## src/hw/rtl/assert_macros.svh

```systemverilog
// ----------------------------------------------------------------------------
// assertion macros
// shared concurrent assertion forms for the deframer rtl
// ----------------------------------------------------------------------------
`ifndef ASSERT_MACROS_SVH
`define ASSERT_MACROS_SVH

// same-cycle implication, checked out of reset
`define ASSERT_IMPLIES(label, clk, rst_n, ante, cons) \
    label: assert property (@(posedge clk) disable iff (!rst_n) (ante) |-> (cons)) \
        else $error("assertion failed: same-cycle implication");

// next-cycle implication, checked out of reset
`define ASSERT_NEXT(label, clk, rst_n, ante, cons) \
    label: assert property (@(posedge clk) disable iff (!rst_n) (ante) |=> (cons)) \
        else $error("assertion failed: next-cycle implication");

`endif

```

## src/hw/rtl/ebd_pkg.sv

```systemverilog
// ----------------------------------------------------------------------------
// ebd_pkg
// types and marker constants shared by the event bag deframer
// ----------------------------------------------------------------------------
package ebd_pkg;

    localparam logic [31:0] HDR_MATCH = 32'hFBEE_FBEE;
    localparam logic [31:0] TRL_MATCH = 32'hFEDD_FEDD;

    // one result beat plus its valid flag
    typedef struct packed {
        logic        valid;
        logic [7:0]  bag_byte;
        logic        bag_last;
        logic [31:0] bag_counter;
    } bag_beat_t;

endpackage

```

## src/hw/rtl/ebd_frame_core.sv

```systemverilog
// ----------------------------------------------------------------------------
// ebd_frame_core
// input register, byte history and header / trailer matching
// ----------------------------------------------------------------------------
`include "assert_macros.svh"

module ebd_frame_core
    import ebd_pkg::*;
(
    input  logic        clk,
    input  logic        rst_n,
    input  logic        in_valid,
    output logic        in_ready,
    input  logic [7:0]  stream_byte,
    input  logic        fifo_full,
    output bag_beat_t   beat
);

    logic        in_valid_reg;
    logic        in_valid_next;
    logic [7:0]  in_byte_reg;
    logic [63:0] history_reg;
    logic [63:0] history_next;
    logic        inside_bag_reg;
    logic        inside_bag_next;
    logic        take;
    logic        advance;
    logic [31:0] recent;
    logic        trl_hit;

    assign advance  = in_valid_reg && !fifo_full;
    assign in_ready = !in_valid_reg || !fifo_full;
    assign take     = in_valid && in_ready;

    assign history_next = {history_reg[55:0], in_byte_reg};
    assign recent       = history_next[31:0];
    assign trl_hit      = (recent == TRL_MATCH);

    always_comb
    begin
        beat.valid       = advance && inside_bag_reg;
        beat.bag_byte    = in_byte_reg;
        beat.bag_last    = trl_hit;
        beat.bag_counter = trl_hit ? history_next[63:32] : 32'd0;
    end

    always_comb
    begin
        inside_bag_next = inside_bag_reg;
        if (advance)
        begin
            if (!inside_bag_reg)
            begin
                inside_bag_next = (recent == HDR_MATCH);
            end
            else if (trl_hit)
            begin
                inside_bag_next = 1'b0;
            end
        end
    end

    always_comb
    begin
        in_valid_next = in_valid_reg;
        if (take)
        begin
            in_valid_next = 1'b1;
        end
        else if (advance)
        begin
            in_valid_next = 1'b0;
        end
    end

    always_ff @(posedge clk or negedge rst_n)
    begin
        if (!rst_n)
        begin
            in_valid_reg   <= 1'b0;
            inside_bag_reg <= 1'b0;
            history_reg    <= 64'd0;
        end
        else
        begin
            in_valid_reg   <= in_valid_next;
            inside_bag_reg <= inside_bag_next;
            if (advance)
            begin
                history_reg <= history_next;
            end
        end
    end

    always_ff @(posedge clk)
    begin
        if (take)
        begin
            in_byte_reg <= stream_byte;
        end
    end

    `ASSERT_NEXT(a_last_ends_bag, clk, rst_n, beat.valid && beat.bag_last, !inside_bag_reg)
    `ASSERT_IMPLIES(a_counter_zero, clk, rst_n, beat.valid && !beat.bag_last, beat.bag_counter == 32'd0)
    `ASSERT_NEXT(a_byte_held, clk, rst_n, in_valid_reg && fifo_full, in_valid_reg && $stable(in_byte_reg))

endmodule

```

## src/hw/rtl/ebd_out_queue.sv

```systemverilog
// ----------------------------------------------------------------------------
// ebd_out_queue
// two-entry result queue that decouples the core from output stalls
// ----------------------------------------------------------------------------
`include "assert_macros.svh"

module ebd_out_queue
    import ebd_pkg::*;
(
    input  logic        clk,
    input  logic        rst_n,
    input  bag_beat_t   beat,
    output logic        full,
    output logic        out_valid,
    input  logic        out_ready,
    output logic [7:0]  bag_byte,
    output logic        bag_last,
    output logic [31:0] bag_counter
);

    bag_beat_t   entry_reg [2];
    logic        wr_ptr_reg;
    logic        rd_ptr_reg;
    logic [1:0]  count_reg;
    logic [1:0]  count_next;
    logic        push;
    logic        pop;

    assign push      = beat.valid;
    assign out_valid = (count_reg != 2'd0);
    assign pop       = out_valid && out_ready;
    assign full      = (count_reg == 2'd2);

    assign bag_byte    = entry_reg[rd_ptr_reg].bag_byte;
    assign bag_last    = entry_reg[rd_ptr_reg].bag_last;
    assign bag_counter = entry_reg[rd_ptr_reg].bag_counter;

    always_comb
    begin
        unique case ({push, pop})
            2'b10:   count_next = count_reg + 2'd1;
            2'b01:   count_next = count_reg - 2'd1;
            default: count_next = count_reg;
        endcase
    end

    always_ff @(posedge clk or negedge rst_n)
    begin
        if (!rst_n)
        begin
            wr_ptr_reg <= 1'b0;
            rd_ptr_reg <= 1'b0;
            count_reg  <= 2'd0;
        end
        else
        begin
            count_reg <= count_next;
            if (push)
            begin
                wr_ptr_reg <= !wr_ptr_reg;
            end
            if (pop)
            begin
                rd_ptr_reg <= !rd_ptr_reg;
            end
        end
    end

    always_ff @(posedge clk)
    begin
        if (push)
        begin
            entry_reg[wr_ptr_reg] <= beat;
        end
    end

    `ASSERT_IMPLIES(a_no_overflow, clk, rst_n, push, !full)
    `ASSERT_IMPLIES(a_count_range, clk, rst_n, 1'b1, count_reg != 2'd3)

endmodule

```

## src/hw/rtl/event_bag_deframer_unit.sv

```systemverilog
// ----------------------------------------------------------------------------
// event_bag_deframer_unit
// pulls event bags out of a raw readout byte stream
// ----------------------------------------------------------------------------
// One raw byte is taken per input beat. While hunting, bytes are dropped until
// the last four read FB EE FB EE; that header is not passed on. Every later
// byte goes out as one output beat, trailer included, and the beat that
// completes the trailer FE DD FE DD has bag_last set and carries in
// bag_counter the four raw bytes just before the trailer, oldest byte most
// significant (zero on all other beats). The block then hunts again. A header
// seen inside a bag is passed on as ordinary bag data. The unit sustains one
// byte per clock while the result queue has room: each byte crosses an input
// register, 32-bit compares against an eight-byte history, and a two-entry
// result queue, so a result is registered in the input register and then in
// the queue before it reaches the output. The input stalls only while the queue
// holds two beats and the input register is loaded. in_ready depends only on
// registered state, never combinationally on out_ready.
// ----------------------------------------------------------------------------
module event_bag_deframer_unit
    import ebd_pkg::*;
(
    input  logic        clk,
    input  logic        rst_n,
    // raw byte stream
    input  logic        in_valid,
    output logic        in_ready,
    input  logic [7:0]  stream_byte,
    // bag beats
    output logic        out_valid,
    input  logic        out_ready,
    output logic [7:0]  bag_byte,
    output logic        bag_last,
    output logic [31:0] bag_counter
);

    // result beat from the matcher into the queue
    bag_beat_t beat;
    // queue cannot take another beat this cycle
    logic      fifo_full;

    // input register, history shift and marker matching
    ebd_frame_core u_core (
        .clk         (clk),
        .rst_n       (rst_n),
        .in_valid    (in_valid),
        .in_ready    (in_ready),
        .stream_byte (stream_byte),
        .fifo_full   (fifo_full),
        .beat        (beat)
    );

    // result queue, absorbs output stalls without losing a beat
    ebd_out_queue u_queue (
        .clk         (clk),
        .rst_n       (rst_n),
        .beat        (beat),
        .full        (fifo_full),
        .out_valid   (out_valid),
        .out_ready   (out_ready),
        .bag_byte    (bag_byte),
        .bag_last    (bag_last),
        .bag_counter (bag_counter)
    );

endmodule
```

## config.mk

```make
export PLATFORM = sky130hd
export DESIGN_NAME = event_bag_deframer_unit
export DESIGN_NICKNAME = d
export VERILOG_FILES = /design/src/hw/rtl/ebd_pkg.sv /design/src/hw/rtl/ebd_frame_core.sv /design/src/hw/rtl/ebd_out_queue.sv /design/src/hw/rtl/event_bag_deframer_unit.sv
export VERILOG_INCLUDE_DIRS = /design/src /design/src/hw/rtl
export SDC_FILE = /design/constraint.sdc
export NUM_CORES = 1
export LEC_CHECK = 0
export BUFFER_PORTS_ARGS = -buffer_cell sky130_fd_sc_hd__buf_4
export CAP_MARGIN = 20
export CORE_UTILIZATION = 45
export CTS_CLUSTER_DIAMETER = 40
export DETAILED_ROUTE_END_ITERATION = 6
export PLACE_DENSITY = 0.75
export SLEW_MARGIN = 20
export SYNTH_ARGS = -nofsm -noshare
export SYNTH_HDL_FRONTEND = slang
export SYNTH_SLANG_ARGS = --single-unit
```

## constraint.sdc

```tcl
create_clock -name clk -period 7.55 [get_ports clk]
set_input_delay 0.3775 -clock clk [delete_from_list [all_inputs] [get_ports clk]]
set_output_delay 0.3775 -clock clk [all_outputs]
set_load 0.05 [all_outputs]
```

; ---- Yosys cells after proc, flatten, opt, wreduce, memory -nomap -nowiden
; Memories as Yosys holds them, arrays and structs flattened.
; Cells that the tools add are included.
; Widths: inputs -> output; s select.
[totals]
mem_count = 1
word_cells = 35
register_bits = 70
out_inout_bits = 43
in_bits = 12
ram_bits = 84
[classes]
eq_ne = 5
n_mux = 8
reduce_logical = 12
addsub = 2
[memory_table]
columns = memory, depth, width, rd, rd_ports_with_merged_regs, write_ports, line_no
row1 = u_queue.entry_reg, 2, 42, 1, 0, 1, ebd_out_queue.sv:21  ; bag_beat_t entry_reg [2];
[op_table]
columns = operator, count
row1 = $eq 32x32->1 const B, 2
row2 = $mux 32, 1
row3 = $mux 1, 6
row4 = $reduce_bool 2->1, 3
row5 = $eq 2x2->1 const B, 2
row6 = $logic_and 1x1->1, 4
row7 = $logic_not 1->1, 4
row8 = $pmux 2 s2, 1
row9 = $add 2x1->2 const B, 1
row10 = $eq 2x1->1 const B, 1
row11 = $sub 2x1->2 const B, 1
row12 = $logic_or 1x1->1, 1

; ---- Depth between registers and ports, before layout
[depth]
ltp_word = 6
mapped_depth = 9
ltp_nobuf = 7

; ---- Hierarchy
; From an unflattened synthesis, not the netlist that was laid out.
[unflattened]
cells_unflattened = 454
hier_area_um2 = 6140.9
[modules_own_cells]
columns = module, seq_area_each_um2, n_inst, cells_each, area_per_inst_um2
row1 = ebd_out_queue, 2562.5, 1, 145, 3326.9
row2 = ebd_frame_core, 1691.6, 1, 309, 2813.9

; ---- Worst setup path before layout
; OpenSTA, ideal clock, no wires.
[synth_timing]
path_kind = register to register
start = register u_queue.count_reg[0]
end = memory u_queue.entry_reg[0][0] (netlist name), enable pin
setup_ps = 439
n_path_buf = 2
path_slack_ps = 4385
t_required_ps = 7111
arrival_time_ps = 2726
path_stages_with_launch = 7
period_less_slack_ps = 3165
path_cell_list = dfrtp_1 nand2b_1 and2_1 clkbuf_2 buf_4 nand2_1 nor2_1
[synth_between]
elab_chain_len = 6
[synth_rtl]
columns = element, line_no
row1 = "start, declared", ebd_out_queue.sv:24  ; logic [1:0] count_reg;
row2 = "start signal, assigned", ebd_out_queue.sv:57  ; count_reg <= count_next;
row3 = $eq 2x2->1, ebd_out_queue.sv:32  ; assign full = (count_reg == 2'd2);
row4 = $logic_not 1->1, ebd_frame_core.sv:31  ; assign advance = in_valid_reg && !fifo_full;
row5 = $logic_and 1x1->1, ebd_frame_core.sv:31
row6 = $logic_and 1x1->1, ebd_frame_core.sv:41  ; beat.valid = advance && inside_bag_reg;
row7 = $mux 1, ebd_out_queue.sv:71  ; if (push)
row8 = $mux 1 (implied by the code), ebd_out_queue.sv:73  ; entry_reg[wr_ptr_reg] <= beat;
row9 = "end, declared", ebd_out_queue.sv:21
; Every way passes these cells.

; ---- Worst setup path in the final report
[layout_timing]
start = register u_queue.count_reg[0]
end = memory u_queue.entry_reg[0][16] (netlist name), enable pin
; The elaborated chain is that of the path after synthesis.

==> results.sh <==
export IMPL_outcome="finished, final reports clean"
export IMPL_drc_errors=0
export IMPL_synth_area_top_cells="sky130_fd_sc_hd__edfxtp_1 (45%), sky130_fd_sc_hd__dfrtp_1 (26%), sky130_fd_sc_hd__nand2_1 (11%)"
export IMPL_grt_antenna_before_repair=0
export IMPL_irDropWorstVdd_mv=0.279
export IMPL_worst_r2r_setup_slack_ps=4710
export IMPL_clkPwrFrac_pct=29.2
export IMPL_grt_setup_unrepaired="no"
export IMPL_post_cts_hold_buffer_count=0
export IMPL_die_h_um=117
export IMPL_drt_pass1_iter_count=5
export IMPL_drv_max_cap_violation_count=0
export IMPL_netlist_area_leader_share_pct=45.3
export IMPL_timing_worst_slew_pin_value_ps=1040
export IMPL_dr_total_vias=3418
export IMPL_synthesis_area_um2=5970
export IMPL_met3_wirelength_um=407
export IMPL_grt_start_max_net_pins=63
export IMPL_ratio_of_total_power_to_cell_area_nw_per_um2=409
export IMPL_critical_path_max_stage_delay_ps=810
export IMPL_synth_area_mux_share_pct=7.74
export IMPL_total_switching_power_mw=1.06
export IMPL_timing_critical_path_from="u_queue.count_reg[0]$_DFFE_PN0P_"
export IMPL_final_net_count=521
export IMPL_worst_setup_path_start_kind="register"
export IMPL_cts_buffers_inserted=17
export IMPL_timing_reg2reg_worst_path_depth=5
export IMPL_layout_cells_most_common_list="sky130_fd_sc_hd__nand2_1 (171), sky130_fd_sc_hd__edfxtp_1 (90), sky130_fd_sc_hd__dfrtp_1 (61)"
export IMPL_fp_coreArea_um2=12800
export IMPL_cts_resized_gates=0
export IMPL_drt_vias_per_instance=4.93
export IMPL_worst_setup_path_endpoint="u_queue.entry_reg[0][16]$_DFFE_PP_"
export IMPL_routedWlPerCell_um=14.7
export IMPL_root_buffer="sky130_fd_sc_hd__clkbuf_16"
export IMPL_insertion_delay_ps=410
export IMPL_syn_num_nets=467
export IMPL_m1WireLength_um=4430
export IMPL_power_frac_comb_pct=29.5
export IMPL_dp_wirelength_um=6290
export IMPL_die_area_um2=13700
export IMPL_die_x_um=117
export IMPL_power_internal_mw=1.86
export IMPL_total_setup_violations_reported_at_the_end_of_the_flow=0
export IMPL_io_pins=55
export IMPL_via_count_of_the_first_global_routing_pass=3522
export IMPL_post_cts_clock_slew_at_the_launch_and_capture_registers_of_the_worst_setup_and_hold_paths_ps=60
export IMPL_grt_usage_pct=16.6
export IMPL_worst_setup_skew_after_layout_ps=8.02
export IMPL_portBuffers=54
export IMPL_met2RoutedLength_um=5290
export IMPL_timing_setup_tns_ps=0
export IMPL_floorplan_initialDensity_pct=46.7
export IMPL_post_cts_buffers=0
export IMPL_drt_initial_drc_count=259
export IMPL_netlist_cell_type_count=32
export IMPL_timing_critical_path_cells="nand2b_1 -> and2_2 -> nand2_1 -> nor2_4 -> buf_16"
export IMPL_final_min_clock_period_ps=2840
export IMPL_clock_sinks=152
export IMPL_synth_compound_area_share_pct=0.294
export IMPL_switching_share_pct=36.2
export IMPL_synth_area_per_cell_um2=13.1
export IMPL_fin_worst_hold_slack_ps=48.4
export IMPL_antenna_cells=0
export IMPL_arrival_time_at_the_worst_endpoint_ps=2950
export IMPL_critPathMaxFanout=59
export IMPL_synthToLayoutAreaGrowth_pct=19.3
export IMPL_worst_setup_path_type="reg -> reg"
export IMPL_maxSlewViolCount=0
export IMPL_r2r_start="u_queue.count_reg[0]$_DFFE_PN0P_"
export IMPL_number_of_warnings_issued_by_yosys=0
export IMPL_most_common_library_cell_in_the_layout_ignoring_fill_and_taps="sky130_fd_sc_hd__nand2_1"
export IMPL_combinational_family_with_the_most_area_after_synthesis="simple AND/OR/NAND/NOR gates"
export IMPL_total_power_mw=2.91
export IMPL_power_leakage_nw=3.07
export IMPL_post_synth_xor_area_fraction_pct=0.734
export IMPL_grt_ovfl_total=0
export IMPL_maxSlewHeadroom_pct=30.9
export IMPL_final_setup_worst_slack_ps=4710
export IMPL_synth_yosys_seq_area_share_pct=71.3
export IMPL_postRouteAntennaNets=0
export IMPL_cts_tree="done"
export IMPL_hold_violations=0
export IMPL_gpl_final_weighted_congestion=0.843
export IMPL_largest_register_ffs=82
export IMPL_period_utilisation_layout_pct=37.6
export IMPL_number_of_levels_in_the_clock_h_tree=4
export IMPL_cts_path_max_buffers=2
export IMPL_post_synth_fa_ha_maj_area_fraction_pct=0.210
export IMPL_post_route_cells_drive_above_1_share_pct=28.6
export IMPL_holdCritPathClass="in -> async"
export IMPL_worstSetupEndpointType="register"
export IMPL_wl_um=10200
export IMPL_synth_area_leader_cell="sky130_fd_sc_hd__edfxtp_1"
export IMPL_wire_length_of_the_first_global_routing_pass_um=16900
export IMPL_std_cell_rows=41
export IMPL_critPathRequiredTime_ps=7660
export IMPL_synthCells=454
export IMPL_postSynthRegisterBits=152
export IMPL_highest_routed_layer="met4"
export IMPL_share_seq_of_total_power_pct=41.3
export IMPL_post_place_ws_ps=4670
export IMPL_r2r_end="u_queue.entry_reg[0][16]$_DFFE_PP_"
export IMPL_crit_path_top_delay_cell="sky130_fd_sc_hd__and2_2"
export IMPL_max_freq_mhz=353
export IMPL_share_of_synthesized_cell_area_in_and_or_nand_and_nor_gates_pct=17.7
-- cells by family after synthesis --
group,after synthesis
AND/OR/NAND/NOR,231
flip-flops,152
multiplexers,41
buffers and inverters,22
XOR/XNOR,5
AO/OA/AOI/OAI,2
adder cells (fa/ha/maj),1
-- metal layers --
metal | GRT usage [%] | vias to the layer above
li1 | - | 1646
met1 | 19.9 | 1681
met2 | 28.8 | 81
met3 | 5.72 | 10
met4 | 4.22 | 0
met5 | 0 | -
-- worst min-delay path by stage --
| stage | slack, ps | end |
|---|---|---|
| after global placement | 460 | u_core.history_reg[55]$_DFFE_PN0P_ |
| after floorplan | 80 | u_core.history_reg[0]$_DFFE_PN0P_ |
| final | 50 | u_core.history_reg[2]$_DFFE_PN0P_ |
| after detailed placement | 460 | u_core.history_reg[54]$_DFFE_PN0P_ |
| after global routing | 110 | u_core.history_reg[2]$_DFFE_PN0P_ |
| after CTS | 70 | u_core.inside_bag_reg$_DFFE_PN0P_ |
-- per-stage QoR --
stage	cell area (um2)	util, %	cells
6_report	7120	55.7	693
5_1_grt	7120	55.7	693
4_1_cts	7120	55.7	693
3_5_place_dp	6520	51.0	661
3_3_place_gp	6490	50.8	660
2_1_floorplan	5970	-	454
-- power groups by stage --
stage	sequential [mW]	combinational [mW]	clock (mW)
finish	1.20	0.859	0.850
global route	1.23	0.935	0.904
CTS	1.20	0.871	0.865
detailed placement	1.22	0.865	0
global placement	1.21	0.854	0
floorplan	1.12	0.716	0
-- synth_stat cells --
master                     instances
sky130_fd_sc_hd__and4bb_2          1
sky130_fd_sc_hd__nor4bb_1          1
sky130_fd_sc_hd__mux2_2           41
sky130_fd_sc_hd__xor2_1            2
sky130_fd_sc_hd__and3_1            1
sky130_fd_sc_hd__and2_1           23
sky130_fd_sc_hd__nor2_1            4
sky130_fd_sc_hd__inv_1             1
sky130_fd_sc_hd__nor4_2            1
sky130_fd_sc_hd__nor3b_1           1
sky130_fd_sc_hd__clkbuf_2          1
sky130_fd_sc_hd__nand3b_1          1
sky130_fd_sc_hd__dfrtp_1          62
sky130_fd_sc_hd__buf_6             3
sky130_fd_sc_hd__nand4b_1          2
sky130_fd_sc_hd__nand4_1           5
sky130_fd_sc_hd__a31o_2            1
sky130_fd_sc_hd__xnor2_1           3
sky130_fd_sc_hd__nor4b_1           1
sky130_fd_sc_hd__or2_2             1
sky130_fd_sc_hd__edfxtp_1         90
sky130_fd_sc_hd__and4b_1           1
sky130_fd_sc_hd__nor3_1            2
sky130_fd_sc_hd__and3_4            1
sky130_fd_sc_hd__clkbuf_1          6
sky130_fd_sc_hd__nand2_1         171
sky130_fd_sc_hd__a41oi_1           1
sky130_fd_sc_hd__buf_2            10
sky130_fd_sc_hd__buf_4             1
sky130_fd_sc_hd__nand2b_1          2
sky130_fd_sc_hd__and2_2           12
sky130_fd_sc_hd__ha_1              1
-- area by class of cell --
type / instances / area [um2]
inverters: 1 / 3.75
flip-flops and latches: 152 / 4260
fillers: 1019 / 5660
multi-input cells: 280 / 1600
well taps: 172 / 215
clock buffers: 18 / 429
repair buffers: 56 / 440
clock inverters: 14 / 173
-- worst max-delay path, delay by kind of cell (launching register included) --
kind                   cells  cell delay, ps
buffers and inverters      1             250
DFF                        1             420
and+or+nand+nor            4            1840
No activity file was read; power rests on OpenSTA's default activity.
